## src/rtl/date_sorted_insert_table_defines.svh

```systemverilog
// Assertion macros for the sorted date table RTL.
// Expects a clock named clk and an active-low reset named rst_n in scope.
`ifndef DATE_SORTED_INSERT_TABLE_DEFINES_SVH
`define DATE_SORTED_INSERT_TABLE_DEFINES_SVH

// Check that the consequent holds in the same cycle as the antecedent.
`define DSIT_ASSERT_SAME(label, ante, cons, msg) \
    label: assert property (@(posedge clk) disable iff (!rst_n) (ante) |-> (cons)) \
        else $error(msg);

// Check that the consequent holds in the cycle after the antecedent.
`define DSIT_ASSERT_NEXT(label, ante, cons, msg) \
    label: assert property (@(posedge clk) disable iff (!rst_n) (ante) |=> (cons)) \
        else $error(msg);

`endif

```

## src/rtl/dsit_pkg.sv

```systemverilog
// Shared types and constants for the sorted date table.
// No dependencies.
`default_nettype none

package dsit_pkg;

    localparam logic [3:0] MONTH_MAX   = 4'd12;
    localparam logic [4:0] DAY_MAX     = 5'd31;
    localparam int         QUEUE_DEPTH = 2;
    localparam int         KEY_W       = 9;

    typedef enum logic [2:0] {
        ST_ACCEPTED  = 3'd0,
        ST_BAD_MONTH = 3'd1,
        ST_BAD_DAY   = 3'd2,
        ST_FULL      = 3'd3,
        ST_ENTRY     = 3'd4,
        ST_EMPTY     = 3'd5
    } status_t;

    typedef enum logic [1:0] {
        CMD_INSERT = 2'd0,
        CMD_LIST   = 2'd1,
        CMD_REJECT = 2'd2
    } cmd_kind_t;

    typedef struct packed {
        logic [3:0]  month;
        logic [4:0]  day;
        logic [15:0] tag;
    } entry_t;

    typedef struct packed {
        cmd_kind_t kind;
        status_t   status;
        entry_t    entry;
    } cmd_t;

    typedef struct packed {
        logic empty;
        logic full;
    } q_stat_t;

endpackage

`default_nettype wire

```

## src/rtl/dsit_front.sv

```systemverilog
// Front end: accepts requests and classifies them into table commands.
// Depends on dsit_pkg.
`default_nettype none

module dsit_front
    import dsit_pkg::*;
(
    input  wire logic        start,
    input  wire logic        kind,
    input  wire logic [3:0]  month,
    input  wire logic [4:0]  day,
    input  wire logic [15:0] payload_tag,
    input  wire q_stat_t     q_stat,
    output logic             busy,
    output logic             push,
    output cmd_t             push_cmd
);

    // Hold off new requests while the queue is full
    assign busy = q_stat.full;
    assign push = start && !q_stat.full;

    // Classify: list, bad month, bad day, or insert candidate
    always_comb
    begin
        push_cmd.entry.month = month;
        push_cmd.entry.day   = day;
        push_cmd.entry.tag   = payload_tag;
        push_cmd.status      = ST_ACCEPTED;
        push_cmd.kind        = CMD_INSERT;
        if (kind)
        begin
            push_cmd.kind = CMD_LIST;
        end
        else if (month == 4'd0 || month > MONTH_MAX)
        begin
            push_cmd.kind   = CMD_REJECT;
            push_cmd.status = ST_BAD_MONTH;
        end
        else if (day == 5'd0 || day > DAY_MAX)
        begin
            push_cmd.kind   = CMD_REJECT;
            push_cmd.status = ST_BAD_DAY;
        end
    end

endmodule

`default_nettype wire

```

## src/rtl/dsit_queue.sv

```systemverilog
// Short command queue between the front end and the table engine.
// Depends on dsit_pkg.
`default_nettype none

module dsit_queue
    import dsit_pkg::*;
(
    input  wire logic clk,
    input  wire logic rst_n,
    input  wire logic push,
    input  wire cmd_t push_cmd,
    input  wire logic pop,
    output cmd_t      pop_cmd,
    output q_stat_t   q_stat
);

    localparam int PTR_W  = (QUEUE_DEPTH > 1) ? $clog2(QUEUE_DEPTH) : 1;
    localparam int FILL_W = $clog2(QUEUE_DEPTH + 1);

    cmd_t              slot_reg [QUEUE_DEPTH];
    logic [PTR_W-1:0]  wr_ptr_reg, wr_ptr_next;
    logic [PTR_W-1:0]  rd_ptr_reg, rd_ptr_next;
    logic [FILL_W-1:0] fill_reg, fill_next;

    assign pop_cmd      = slot_reg[rd_ptr_reg];
    assign q_stat.empty = (fill_reg == '0);
    assign q_stat.full  = (fill_reg == FILL_W'(QUEUE_DEPTH));

    // Advance pointers and fill level
    always_comb
    begin
        wr_ptr_next = wr_ptr_reg;
        rd_ptr_next = rd_ptr_reg;
        fill_next   = fill_reg;
        if (push)
        begin
            wr_ptr_next = (wr_ptr_reg == PTR_W'(QUEUE_DEPTH - 1)) ? '0 : wr_ptr_reg + 1'b1;
        end
        if (pop)
        begin
            rd_ptr_next = (rd_ptr_reg == PTR_W'(QUEUE_DEPTH - 1)) ? '0 : rd_ptr_reg + 1'b1;
        end
        if (push && !pop)
        begin
            fill_next = fill_reg + 1'b1;
        end
        else if (pop && !push)
        begin
            fill_next = fill_reg - 1'b1;
        end
    end

    always_ff @(posedge clk or negedge rst_n)
    begin
        if (!rst_n)
        begin
            wr_ptr_reg <= '0;
            rd_ptr_reg <= '0;
            fill_reg   <= '0;
        end
        else
        begin
            wr_ptr_reg <= wr_ptr_next;
            rd_ptr_reg <= rd_ptr_next;
            fill_reg   <= fill_next;
        end
    end

    // Store the pushed command
    always_ff @(posedge clk)
    begin
        if (push)
        begin
            slot_reg[wr_ptr_reg] <= push_cmd;
        end
    end

endmodule

`default_nettype wire

```

## src/rtl/dsit_back.sv

```systemverilog
// Table engine: sorted row of entry cells, insert by parallel compare and
// shift, list by rotating the occupied cells past cell 0. Depends on dsit_pkg.
`default_nettype none

`include "date_sorted_insert_table_defines.svh"

module dsit_back
    import dsit_pkg::*;
#(
    parameter int CAPACITY = 32
)
(
    input  wire logic    clk,
    input  wire logic    rst_n,
    input  wire cmd_t    pop_cmd,
    input  wire q_stat_t q_stat,
    output logic         pop,
    output logic         strobe,
    output status_t      res_status,
    output entry_t       res_entry,
    output logic         res_last
);

    localparam int CW = $clog2(CAPACITY + 1);

    typedef enum logic [1:0] {
        BK_IDLE = 2'b01,
        BK_LIST = 2'b10
    } back_state_t;

    back_state_t   state_reg, state_next;
    logic [CW-1:0] count_reg, count_next;
    logic [CW-1:0] remain_reg, remain_next;
    entry_t        cell_reg  [CAPACITY];
    entry_t        cell_next [CAPACITY];
    logic          strobe_reg, strobe_next;
    status_t       status_reg, status_next;
    entry_t        out_reg, out_next;
    logic          last_reg, last_next;

    logic [CAPACITY-1:0] gtx;
    logic [KEY_W-1:0]    key_new;
    logic                do_insert;
    logic                do_rotate;
    logic                is_full;

    assign key_new = {pop_cmd.entry.month, pop_cmd.entry.day};
    assign is_full = (count_reg == CW'(CAPACITY));
    assign pop     = (state_reg == BK_IDLE) && !q_stat.empty;

    // Mark cells whose key is above the new key; free cells count as above
    always_comb
    begin
        for (int i = 0; i < CAPACITY; i++)
        begin
            if (CW'(i) < count_reg)
            begin
                gtx[i] = key_new < {cell_reg[i].month, cell_reg[i].day};
            end
            else
            begin
                gtx[i] = 1'b1;
            end
        end
    end

    // Sequence commands and build the next result
    always_comb
    begin
        state_next  = state_reg;
        count_next  = count_reg;
        remain_next = remain_reg;
        strobe_next = 1'b0;
        status_next = ST_ACCEPTED;
        out_next    = '0;
        last_next   = 1'b1;
        do_insert   = 1'b0;
        do_rotate   = 1'b0;
        case (state_reg)
            BK_IDLE:
            begin
                if (pop)
                begin
                    strobe_next = 1'b1;
                    case (pop_cmd.kind)
                        CMD_REJECT:
                        begin
                            status_next = pop_cmd.status;
                        end
                        CMD_INSERT:
                        begin
                            if (is_full)
                            begin
                                status_next = ST_FULL;
                            end
                            else
                            begin
                                status_next = ST_ACCEPTED;
                                do_insert   = 1'b1;
                                count_next  = count_reg + 1'b1;
                            end
                        end
                        CMD_LIST:
                        begin
                            if (count_reg == '0)
                            begin
                                status_next = ST_EMPTY;
                            end
                            else
                            begin
                                status_next = ST_ENTRY;
                                out_next    = cell_reg[0];
                                do_rotate   = 1'b1;
                                last_next   = (count_reg == CW'(1));
                                remain_next = count_reg - 1'b1;
                                if (count_reg != CW'(1))
                                begin
                                    state_next = BK_LIST;
                                end
                            end
                        end
                        default:
                        begin
                            status_next = ST_BAD_MONTH;
                        end
                    endcase
                end
            end
            BK_LIST:
            begin
                strobe_next = 1'b1;
                status_next = ST_ENTRY;
                out_next    = cell_reg[0];
                do_rotate   = 1'b1;
                last_next   = (remain_reg == CW'(1));
                remain_next = remain_reg - 1'b1;
                if (remain_reg == CW'(1))
                begin
                    state_next = BK_IDLE;
                end
            end
            default:
            begin
                state_next = BK_IDLE;
            end
        endcase
    end

    // Shift cells up for an insert, rotate occupied cells for a list
    always_comb
    begin
        for (int i = 0; i < CAPACITY; i++)
        begin
            cell_next[i] = cell_reg[i];
            if (do_insert && gtx[i])
            begin
                if (i == 0)
                begin
                    cell_next[i] = pop_cmd.entry;
                end
                else if (!gtx[i-1])
                begin
                    cell_next[i] = pop_cmd.entry;
                end
                else
                begin
                    cell_next[i] = cell_reg[i-1];
                end
            end
            else if (do_rotate && (CW'(i) < count_reg))
            begin
                if (CW'(i) == count_reg - 1'b1)
                begin
                    cell_next[i] = cell_reg[0];
                end
                else
                begin
                    cell_next[i] = cell_reg[(i + 1 < CAPACITY) ? i + 1 : 0];
                end
            end
        end
    end

    always_ff @(posedge clk or negedge rst_n)
    begin
        if (!rst_n)
        begin
            state_reg  <= BK_IDLE;
            count_reg  <= '0;
            remain_reg <= '0;
            strobe_reg <= 1'b0;
        end
        else
        begin
            state_reg  <= state_next;
            count_reg  <= count_next;
            remain_reg <= remain_next;
            strobe_reg <= strobe_next;
        end
    end

    // Hold table contents and result payload
    always_ff @(posedge clk)
    begin
        for (int i = 0; i < CAPACITY; i++)
        begin
            cell_reg[i] <= cell_next[i];
        end
        status_reg <= status_next;
        out_reg    <= out_next;
        last_reg   <= last_next;
    end

    assign strobe     = strobe_reg;
    assign res_status = status_reg;
    assign res_entry  = out_reg;
    assign res_last   = last_reg;

    `DSIT_ASSERT_SAME(a_last_ends_list, strobe_reg && last_reg, state_reg == BK_IDLE, "list did not end on last")
    `DSIT_ASSERT_SAME(a_list_has_rows, state_reg == BK_LIST, remain_reg != '0, "list state with nothing left")
    `DSIT_ASSERT_SAME(a_count_bounded, 1'b1, count_reg <= CW'(CAPACITY), "entry count above capacity")
    `DSIT_ASSERT_SAME(a_accept_grows, strobe_reg && status_reg == ST_ACCEPTED, count_reg == $past(count_reg) + 1'b1, "accepted insert did not grow table")

endmodule

`default_nettype wire

```

## src/rtl/date_sorted_insert_table.sv

```systemverilog
// Sorted date table. With the engine free, a request is written into the
// command queue, then the engine registers its result and raises the result
// strobe; a list gives one entry per cycle.
// Throughput: one insert per cycle while no list is running; a list holds the
// engine to its last entry. busy rises only while the two-entry queue is full.
// Reset empties the table and the queue; no clearing pass is needed.
`default_nettype none

module date_sorted_insert_table
    import dsit_pkg::*;
#(
    parameter int CAPACITY = 32
)
(
    input  wire logic        clk,
    input  wire logic        rst_n,
    input  wire logic        start,
    output logic             busy,
    input  wire logic        kind,
    input  wire logic [3:0]  month,
    input  wire logic [4:0]  day,
    input  wire logic [15:0] payload_tag,
    output logic             strobe,
    output logic [2:0]       status,
    output logic [3:0]       out_month,
    output logic [4:0]       out_day,
    output logic [15:0]      out_tag,
    output logic             last
);

    q_stat_t q_stat;
    logic    push;
    logic    pop;
    cmd_t    push_cmd;
    cmd_t    pop_cmd;
    status_t res_status;
    entry_t  res_entry;

    dsit_front u_front (
        .start       (start),
        .kind        (kind),
        .month       (month),
        .day         (day),
        .payload_tag (payload_tag),
        .q_stat      (q_stat),
        .busy        (busy),
        .push        (push),
        .push_cmd    (push_cmd)
    );

    dsit_queue u_queue (
        .clk      (clk),
        .rst_n    (rst_n),
        .push     (push),
        .push_cmd (push_cmd),
        .pop      (pop),
        .pop_cmd  (pop_cmd),
        .q_stat   (q_stat)
    );

    dsit_back #(
        .CAPACITY (CAPACITY)
    ) u_back (
        .clk        (clk),
        .rst_n      (rst_n),
        .pop_cmd    (pop_cmd),
        .q_stat     (q_stat),
        .pop        (pop),
        .strobe     (strobe),
        .res_status (res_status),
        .res_entry  (res_entry),
        .res_last   (last)
    );

    assign status    = res_status;
    assign out_month = res_entry.month;
    assign out_day   = res_entry.day;
    assign out_tag   = res_entry.tag;

endmodule

`default_nettype wire

```

## config.mk

```make
export PLATFORM = sky130hd
export DESIGN_NAME = date_sorted_insert_table
export DESIGN_NICKNAME = d
export VERILOG_FILES = /design/src/rtl/dsit_pkg.sv /design/src/rtl/dsit_front.sv /design/src/rtl/dsit_queue.sv /design/src/rtl/dsit_back.sv /design/src/rtl/date_sorted_insert_table.sv
export VERILOG_INCLUDE_DIRS = /design/src /design/src/rtl
export SDC_FILE = /design/constraint.sdc
export NUM_CORES = 2
export LEC_CHECK = 0
export ABC_AREA = 1
export BUFFER_PORTS_ARGS = -buffer_cell sky130_fd_sc_hd__buf_4
export CORE_UTILIZATION = 49
export DETAILED_ROUTE_END_ITERATION = 8
export SLEW_MARGIN = 0
export SYNTH_ARGS = -nofsm -noshare
export SYNTH_HDL_FRONTEND = slang
export SYNTH_SLANG_ARGS = --single-unit
```

## constraint.sdc

```tcl
create_clock -name clk -period 6.2 [get_ports clk]
set_input_delay 0.31 -clock clk [delete_from_list [all_inputs] [get_ports clk]]
set_output_delay 0.31 -clock clk [all_outputs]
set_load 0.01 [all_outputs]
```

==> results by group <==
Status
  – Status: complete, no violations

Layout
  – Final core utilization: 0.537
  – Syn-to-layout area delta: 8.08%
  – Layout cells sized above 1: 0.0694
  – Number of fill cells: approximately 14,000
  – Multi-input logic area: 34,900 µm²
  – Final net count: 10,100
  – Max FFs per register: 800
  – Seq. cell area: roughly 27,000 µm²

Critical path
  – Critical Path Fanout Max: 29
  – Crit path kind: flip-flop to flip-flop
  – Crit end category: flip-flop
  – Worst setup SP type: flip-flop
  – Required @ worst endpoint: 6.66 ns
  – Worst reg2reg path depth: 12
  – Crit Reg-Reg Startpoint: u_queue.rd_ptr_reg$_DFFE_PN0N_
  – Setup slack, reg-to-reg: 1.38 ns
  – Reg2reg end: u_back.cell_reg[0][275]$_DFFE_PP_
  – WP data arrival: 5.27 ns

Synth
  – Yosys warnings: 0
  – Post-synthesis sequential area ratio: 0.391
  – Yosys top cell area share: 0.376
  – Cell taking the most area after synthesis: edfxtp_1
  – Number of flops mapped to enable cells by yosys: approximately 860
  – Synth Flop Type: edfxtp_1
  – Post-synthesis net count: around 10,000
  – Distinct cells, synth: 42
  – Syn Area/Cell: 6.78 µm²
  – Mapped Cells: 10,100
  – Area contributors post-synth: edfxtp_1 (38%), nand2_1 (24%), nand3_1 (17%)
  – Post-Syn Area: just under 70,000 µm²
  – Seq cells post-synth: between 900 and 1,000
  – FFs w/ async S/R, synth: 0.0210

Placement
  – Global placer's final weighted congestion: 0.984
  – Final HPWL DP: ~200 mm
  – Port Buffer Count: 59
  – Worst slack, placed: 1.46 ns

Power
  – Maximum vdd ir drop: 0.615 mV
  – Power per cell area: 560 nW/µm²
  – Tot Pwr: 41,500 µW
  – LEAKAGE: 0.0375 µW

Clock network
  – Clk buf depth: 3
  – Clk slew on worst S/H paths: 0.06 ns
  – Clk sinks: approximately 910
  – Later-pin clock latency in the skew report: 0.78 ns
  – Number of post-CTS setup repair buffers: 0
  – Clock buffer count from CTS: 110
  – Root Driver: clkbuf_16
  – H-tree depth: 3
  – CTS tree: done

Global route
  – Initial antenna violation count: 6
  – Largest net degree at the start of global routing: 140
  – Vias in the first global route: between 60,000 and 70,000
  – First-pass GRT wire length: 434 mm
  – GRT Overall Usage: 0.415
  – Congestion Overflow GR: 0

Die
  – Die area: 142,000 µm²
  – DIE WIDTH: between 300 and 400 µm
  – Initial Util: 0.496
  – Cell Rows: 136
  – Die height: between 300 and 400 µm
  – Core area: between 100,000 and 150,000 µm²
  – Num ports: 60

Timing
  – Setup TNS: 0 ns
  – Slew Limit Fails: 0
  – Worst-margin pin slew: 1.35 ns
  – Final WS setup: 1.38 ns
  – Max-slew headroom: 0.100
  – Fin crit period: between 4 and 5 ns
  – Peak Freq: around 210 MHz
  – Period Utilization, post-route: 0.777
  – Hold Fails Final Rpt: 0
  – Final setup fails: 0
  – RSZ-0062 raised after global routing: false
  – Layout Skew: 0.0390 ns

Hold path
  – Worst hold path type: primary input to flip-flop
  – Worst hold path endpoint: u_queue.wr_ptr_reg$_DFFE_PN0P_
  – Hold_sp: start
  – Hold depth: 5

Detailed routing
  – WL/cell: 25.5 µm
  – Total number of vias: between 70,000 and 80,000
  – Final WL: 301 mm
  – Routed vias/inst: 6.01
  – DRT iter0 DRCs: 10,200
  – Post-DRT Antenna Nets: 0
  – Residual DRC: 0
  – 1st-pass router iterations: 7

Run
  – MaxCap Viol Count: 0
-- layout make-up --
| class | instances | share of cell area |
|---|---|---|
| Clock inverter | 76 | 0.0142 |
| Antenna cell | 2 | 0.0000675 |
| Multi-Input combinational cell | 7540 | 0.471 |
| Inverter | 959 | 0.0490 |
| Timing Repair Buffer | 303 | 0.0339 |
| Sequential cell | 906 | 0.362 |
| Clock buffer | 131 | 0.0387 |
| Tap cell | 1863 | 0.0314 |
-- power breakdown --
part | switching [µW] | internal (µW)
clock network | 2980 | 4170
registers | 1230 | 9490
logic | 18100 | 5540
total | 22300 | 19200
-- cell usage after synthesis, drive strengths merged (3+ instances only) --
master and instances:
buf 378, nand2 4517, xor2 7, nand3 2413, o21ai 53, nand4 3
edfxtp 858, dfrtp 18, a21o 32, clkinv 18, a21oi 69, inv 941
ha 266, clkbuf 341, dfxtp 29, nor2 170, nor3 4
-- layer usage --
metal,up-vias,global-route usage,routed length [µm]
li1,32000,-,-
met2,4433,0.635,131000
met5,-,0.00137,33
met4,4,0.288,24800
met3,1129,0.0970,34900
met1,33200,0.518,110000
-- metrics by stage --
| stage | hold slack, ns | area (µm²) | instances |
|---|---|---|---|
| 6_report | 0.0651 | 74100 | 11800 |
| 5_1_grt | 0.117 | 74100 | 11800 |
| 4_1_cts | 0.0449 | 74100 | 11800 |
| 3_5_place_dp | 0.245 | 69900 | 11500 |
| 3_3_place_gp | 0.239 | 69900 | 11500 |
| 2_1_floorplan | 0.0144 | 68600 | 10100 |
-- cells in the final DEF (no fill, tap or decap), types with 2 or more instances in the layout --
cell type | Yosys | final
o21ai_0 | 38 | 23
nand3_2 | 22 | 22
nand3_1 | 2391 | 2391
xor2_1 | 7 | 7
nand4_1 | 2 | 2
nor2_1 | 151 | 147
inv_4 | 4 | 4
nor2_2 | 16 | 4
buf_4 | 48 | 261
bufinv_16 | 0 | 20
nand2_8 | 10 | 10
inv_2 | 30 | 55
clkinv_2 | 12 | 32
buf_12 | 3 | 13
ha_1 | 266 | 266
clkinv_16 | 0 | 5
o21ai_2 | 8 | 25
inv_1 | 907 | 882
clkbuf_1 | 341 | 17
nor3_1 | 4 | 4
nand2_2 | 36 | 54
edfxtp_1 | 858 | 858
a21oi_1 | 69 | 69
clkbuf_8 | 0 | 4
nor2_4 | 1 | 17
clkinv_1 | 5 | 20
a21o_1 | 32 | 32
dfxtp_1 | 29 | 29
clkinv_4 | 1 | 6
nand2_1 | 4451 | 4423
nand2_4 | 20 | 30
clkbuf_16 | 0 | 110
dfrtp_1 | 18 | 18
dlygate4sd3_1 | 0 | 29
clkinvlp_4 | 0 | 9
diode_2 | 0 | 2
nor2_8 | 2 | 2
o21ai_1 | 7 | 5
-- kinds of logic after synthesis --
kind of cell | synth area share
XOR/XNOR | 0.00102
adder cells (fa/ha/maj) | 0.0485
flip-flops | 0.391
AND/OR/NAND/NOR | 0.442
AO/OA/AOI/OAI | 0.0134
multiplexers | 0.000146
buffers and inverters | 0.104
-- timing repair --
action | in CTS | in global routing
setup endpoints to repair | 0 | 0
resized for setup | 0 | 0
hold buffers | 29 | 0
hold endpoints to repair | 77 | 0
-- how the worst max path moves through the flow --
stage                                   start                                end  slack (ns)  cells after the start
6_report       u_queue.rd_ptr_reg$_DFFE_PN0N_  u_back.cell_reg[0][275]$_DFFE_PP_        1.38                     12
4_1_cts        u_queue.rd_ptr_reg$_DFFE_PN0N_  u_back.cell_reg[0][288]$_DFFE_PP_        1.43                     14
3_5_place_dp   u_queue.rd_ptr_reg$_DFFE_PN0N_  u_back.cell_reg[0][299]$_DFFE_PP_        1.46                     14
2_1_floorplan  u_queue.rd_ptr_reg$_DFFE_PN0N_   u_back.cell_reg[0][75]$_DFFE_PP_        1.42                     15
3_3_place_gp   u_queue.rd_ptr_reg$_DFFE_PN0N_  u_back.cell_reg[0][378]$_DFFE_PP_        1.48                     12
5_1_grt        u_queue.rd_ptr_reg$_DFFE_PN0N_  u_back.cell_reg[0][284]$_DFFE_PP_        1.04                     14
-- worst max-delay path: stages (launching register included) --
cell	delay, ns
dfrtp_1	0.39
inv_2	0.43
nand2_1	0.19
nand2_4	0.48
buf_12	0.26
ha_1	0.26
a21o_1	0.16
nor2_1	0.13
nand3_2	0.45
nand2_2	0.60
nand2_4	0.31
nand2_1	0.44
buf_4	0.32
Note: power is estimated with default switching activity, not from simulation.
